File: config.mk
export PLATFORM = sky130hd
export DESIGN_NAME = dfel_store
export DESIGN_NICKNAME = d
export VERILOG_FILES = /design/src/rtl/dfel_pkg.sv /design/src/rtl/dfel_store.sv
export SDC_FILE = /design/constraint.sdc
export NUM_CORES = 1
export LEC_CHECK = 0
export BUFFER_PORTS_ARGS = -buffer_cell sky130_fd_sc_hd__buf_2
export CAP_MARGIN = 10
export CORE_ASPECT_RATIO = 0.5
export CORE_MARGIN = 3
export CORE_UTILIZATION = 48
export CTS_BUF_LIST = sky130_fd_sc_hd__clkbuf_4 sky130_fd_sc_hd__clkbuf_8
export DETAILED_ROUTE_END_ITERATION = 16
export PLACE_DENSITY_LB_ADDON = 0.25
export SYNTH_ARGS = -nofsm -noshare
export SYNTH_HDL_FRONTEND = slang
export SYNTH_SLANG_ARGS = --single-unit
File: constraint.sdc
create_clock -name clk -period 4.55 [get_ports clk]
set_input_delay 0.2275 -clock clk [delete_from_list [all_inputs] [get_ports clk]]
set_output_delay 0.2275 -clock clk [all_outputs]
set_load 0.01 [all_outputs]
File: src/rtl/dfel_pkg.sv
// ----------------------------------------------------------------------------
// dfel_pkg
// Shared types and constants of the fault event ring log.
// ----------------------------------------------------------------------------
package dfel_pkg;

  localparam int LOG_ENTRIES  = 20;
  localparam int ACTIVE_SLOTS = 32;
  localparam int LW = (LOG_ENTRIES > 1) ? $clog2(LOG_ENTRIES) : 1;
  localparam int AW = (ACTIVE_SLOTS > 1) ? $clog2(ACTIVE_SLOTS) : 1;

  localparam logic [1:0] REQ_EVENT = 2'd0;
  localparam logic [1:0] REQ_READ  = 2'd1;
  localparam logic [1:0] REQ_CLEAR = 2'd2;

  localparam logic [15:0] SEQ_EMPTY   = 16'hFFFF;
  localparam logic [15:0] LIMIT_RESET = 16'h0FFF;
  localparam logic [31:0] TIME_MOD    = 32'h7FFF_FFFF;

  typedef struct packed {
    logic [15:0] seq;
    logic [15:0] code;
    logic [31:0] tstamp;
    logic [15:0] pump;
    logic [15:0] fan;
    logic [15:0] temp;
    logic [15:0] press;
    logic [15:0] flow;
    logic [15:0] volt;
  } entry_t;

endpackage

File: src/rtl/dfel_store.sv
// ----------------------------------------------------------------------------
// dfel_store
// Active sensor store with one indexed port and a match/free compare.
// ----------------------------------------------------------------------------
module dfel_store import dfel_pkg::*; (
  input  logic          clk,
  input  logic          rst,
  input  logic          clear,
  input  logic [AW-1:0] idx,
  input  logic [7:0]    key,
  input  logic          we,
  input  logic [7:0]    wdata,
  output logic          hit,
  output logic          free
);

  logic [7:0] slots [ACTIVE_SLOTS];

  always_ff @(posedge clk) begin
    if (rst || clear) begin
      for (int i = 0; i < ACTIVE_SLOTS; i++) slots[i] <= '0;
    end else if (we) begin
      slots[idx] <= wdata;
    end
  end

  assign hit  = (slots[idx] == key);
  assign free = (slots[idx] == 8'd0);

endmodule

After elaboration in Yosys (flattened, before gate mapping)
Memory sizes are Yosys's and may differ from the RTL's.
Index checks and enable logic that the tools add are counted.
{ "op_classes": {"n_eq_ne": 1, "muxes": 8, "n_reduce_logical": 3} }
{ "op_table": {"columns": ["operator", "n"], "rows": [
  ["equality test 8 bit", 1],
  ["zero test 8 bit", 1],
  ["2-to-1 mux 8 bit", 1],
  ["OR reduction 8 bit", 1],
  ["2-to-1 mux 1 bit", 6],
  ["2-to-1 mux 5 bit", 1],
  ["logical OR 1 bit", 1]
]} }
{ "word_totals": {"reg_bits": 0, "ramBits": 256, "input_bits": 25, "word_cells": 13, "memories": 1} }
{ "memory_table": {"columns": ["memory", "words", "width", "read_ports", "rd_ports_with_merged_regs", "write_ports", "line", "text"], "rows": [
  ["slots", 32, 8, 1, 0, 32, "dfel_store.sv:17", "logic [7:0] slots [ACTIVE_SLOTS];"]
]} }

Depth between registers and ports, before layout
{ "depth": {"word_depth": 5, "mapped_depth": 9} }

Worst setup path after synthesis
No wires, ideal clock.
{ "synth_path": {"kind": "input to register", "start": "input clear", "end": "memory slots[12][0], enable pin", "setup_ns": 0.384, "t_arrival_ns": 1.900, "t_required_ns": 4.166, "path_slack_ns": 2.266, "stages": 6, "path_cell_list": "nor2_1 -> nand2_1 -> or3_1 -> clkbuf_1 -> clkbuf_1 -> o21ai_0"} }
{ "synth_lines": {"columns": ["element", "line", "text"], "rows": [
  ["start, declared", "dfel_store.sv:8", "input logic clear,"],
  ["end, declared", "dfel_store.sv:17", null]
]} }

Final worst setup path
{ "layout_path": {"start": "input idx[1]", "end": "output hit"} }
{ "layout_between": {"elab_chain_len": 2} }
{ "layout_lines": {"columns": ["element", "line", "text"], "rows": [
  ["start, declared", "dfel_store.sv:9", "input logic [AW-1:0] idx,"],
  ["memory read (32 x 8 bit)", null, null],
  ["equality test 8 bit", "dfel_store.sv:27", "assign hit = (slots[idx] == key);"],
  ["end, declared", "dfel_store.sv:13", "output logic hit,"]
]} }
Every way passes these cells.

==> reports/qor.yml <==
global_route:
  gr_overflow_total: 0
  initial_antenna_violation_count: 0
  grtUsageTotal_pct: 23.14
  pin_count_of_the_biggest_net_entering_global_routing: 77
  grt_pass1_vias: 7499
  wire_length_of_the_first_global_routing_pass_um: 47050
setup_path:
  critPathRequiredTime_ns: 4.32
  crit_path_max_incr_delay_ns: 0.69
  cpMaxStageDelayCell: "sky130_fd_sc_hd__buf_6"
  worstSetupEndpointType: "primary output"
  crit_path_max_fanout: 76
  cp_num_buf_inv: 3
  critical-path-top-cell-by-count: "sky130_fd_sc_hd__nor4_1"
  timing.setup.critical_path_class: "input pin to primary output"
  crit_path_cell_trace: "buf_6 -> buf_4 -> mux2i_1 -> o22ai_1 -> nor4_1 -> a21oi_1 -> nor4_1 -> and4_1 -> buf_2"
  critPathLaunchType: "input pin"
  worst_path_arrival_ns: 3.26
  cpLargestDelayFamily: "simple AND/OR/NAND/NOR gates"
timing:
  finalHoldWorstSlack_ns: 0.3724
  rsz_0062_raised_after_global_routing: "no"
  hold_viol_final: 0
  period_needed_ns: 3.483
  setup_viol: 0
  tightestPinTransition_ns: 1.227
  max_freq_mhz: 287.1
  timing.final.max_slew_violations: 0
  final.setup.tns_ns: 0
  max-slew-margin-rel_pct: 17.37
  period_share_pct: 76.55
cts:
  clk_pin_slew_ns: 0.07
  ctsLongestPathBuffers: 3
  cts-htree-levels: 2
  clock_tree_from_tritoncts: "built"
  numCtsBuffers: 38
  post_cts_resize_count: 0
  cts.sink_count: 256
  cts_post_setup_buffers_inserted: 0
  postCtsHoldBufs: 0
  cts_root_buffer: "sky130_fd_sc_hd__clkbuf_8"
routing:
  met2_length_um: 13840
  detail_route.iter0.violations: 945
  detailroute.wirelength.met3_um: 2905
  routed-via-count: 7807
  final_antenna_net_count: 0
  viasPerCell: 5.964
  routedWlPerCell_um: 24.23
  wl_um: 31710
  dr.pass1.iters: 5
  highest-signal-layer: "met4"
  routedLengthMet1_um: 14010
  detail_route.drc_violations: 0
power_and_ir_drop:
  totalPowerFinal_uw: 4928
  max-vdd-ir-drop_mv: 0.1445
  power.static_leakage_uw: 0.005184
  power_per_standard_cell_area_mw_per_mm2: 369.5
finish:
  finish.net_count: 969
  num_antenna_cells: 0
  final_area_sq_mm: 0.01334
  layout_overhead_on_the_synthesized_area_pct: 9.762
  drive_gt1_share_pct: 13.26
  top_register: "slots"
  largest_reg_flops: 256
  final.fill_count: 2056
  final_cell_count_no_fill: 1309
  layout_top_registers: "slots (256)"
synth:
  yosys.cell_types.count: 30
  synthArstFlopShare_pct: 0
  post_synth_most_frequent_cells: "sky130_fd_sc_hd__and2_1 (256), sky130_fd_sc_hd__edfxtp_1 (256), sky130_fd_sc_hd__mux2i_1 (128)"
  synth_area_sq_mm: 0.01215
  synth_cells: 911
  synth.ff_latch_count: 256
  synth-edff-count: 256
  synthTopCellsByArea: "sky130_fd_sc_hd__edfxtp_1 (63%), sky130_fd_sc_hd__and2_1 (13%), sky130_fd_sc_hd__mux2i_1 (11%)"
  synth_sequential_area_ratio_pct: 63.27
  syn_avg_cell_area_sq_um: 13.34
  synth.largest_area_cell: "sky130_fd_sc_hd__edfxtp_1"
  synth-warning-count: 0
  most_frequently_used_flop_master_after_synthesis: "sky130_fd_sc_hd__edfxtp_1"
  syn-num-nets: 936
  synth_top_area_share_pct: 63.27
floorplan:
  std_cell_rows: 40
  io_pins: 27
  chip_width_um: 231.0
  floorplan.die_area_sq_mm: 0.02737
  coreArea_sq_mm: 0.02442
  fp.dieH_um: 118.5
  start_util_pct: 49.75
run_status:
  status: "finished clean"
place:
  numPlacedInstances: 1238
  detailed_place_hpwl_um: 20120
  io_buffers: 26
  postPlaceCellArea_sq_mm: 0.01260
  place.gp.congestion: 0.9349
min_path:
  worstHoldPathType: "input pin to flip-flop"
flow_run:
  maxCapViolations: 0
## area by class of cell
type	count	area, sq um	share of cell area (%)
flip-flops and latches	256	7687	57.64
multi-input cells	586	4105	30.78
clock buffers	57	671.9	5.038
well taps	336	420.4	3.152
repair buffers	62	401.6	3.012
clock inverters	12	50.05	0.3753
## power breakdown
| part | internal [uW] | switching, uW | leakage, uW |
|---|---|---|---|
| combinational | 116 | 253 | 0.00201 |
| clock | 943 | 867 | 0.000383 |
| sequential | 2710 | 38.2 | 0.00279 |
| total | 3770 | 1160 | 0.00518 |
## through the flow
step                      worst slack [ns]  utilization (%)
final                                1.067            54.61
after global routing                0.8838            54.61
after CTS                            1.150            54.56
after detailed placement             1.156            51.61
after global placement               1.166            51.61
after floorplan                      2.266                -
## layer usage
metal | global-route usage [%] | vias up
met4 | 7.808 | 0
li1 | - | 3434
met5 | 0 | -
met2 | 33.46 | 374
met3 | 5.106 | 67
met1 | 34.58 | 3932
## cells in the final DEF (no fill, tap or decap), types with 4 or more instances in the layout
cell                        count
sky130_fd_sc_hd__a21oi_1        8
sky130_fd_sc_hd__and2_1       256
sky130_fd_sc_hd__mux2i_1      128
sky130_fd_sc_hd__o22ai_1       62
sky130_fd_sc_hd__buf_4         34
sky130_fd_sc_hd__nand2_1        4
sky130_fd_sc_hd__nand4b_1       4
sky130_fd_sc_hd__clkbuf_8      39
sky130_fd_sc_hd__buf_2         27
sky130_fd_sc_hd__nor4_1        21
sky130_fd_sc_hd__clkbuf_4      18
sky130_fd_sc_hd__nand4bb_1      6
sky130_fd_sc_hd__nand2b_1       4
sky130_fd_sc_hd__edfxtp_1     256
sky130_fd_sc_hd__and3_1         8
sky130_fd_sc_hd__nor3_1         4
sky130_fd_sc_hd__o21ai_0       27
sky130_fd_sc_hd__nor2_1        30
sky130_fd_sc_hd__clkinv_1      10
sky130_fd_sc_hd__nand4_1        6
## path summary, 6_finish.rpt
path / startpoint / end / slack, ns / cells past startpoint
setup / recovery: idx[1] / hit / 1.07 / 9
hold / removal: clear / slots[20][4]$_SDFFCE_PN0P_ / 0.37 / 4
## logic make-up (layout without fill, tap and decap cells)
group	Yosys count	count (layout)	synth area share [%]
flops	256	256	63.27
simple gates	358	358	18.34
buf+inv	69	131	2.966
compound gates	100	100	4.881
mux	128	128	10.54
(Power assumes the default switching activity.)
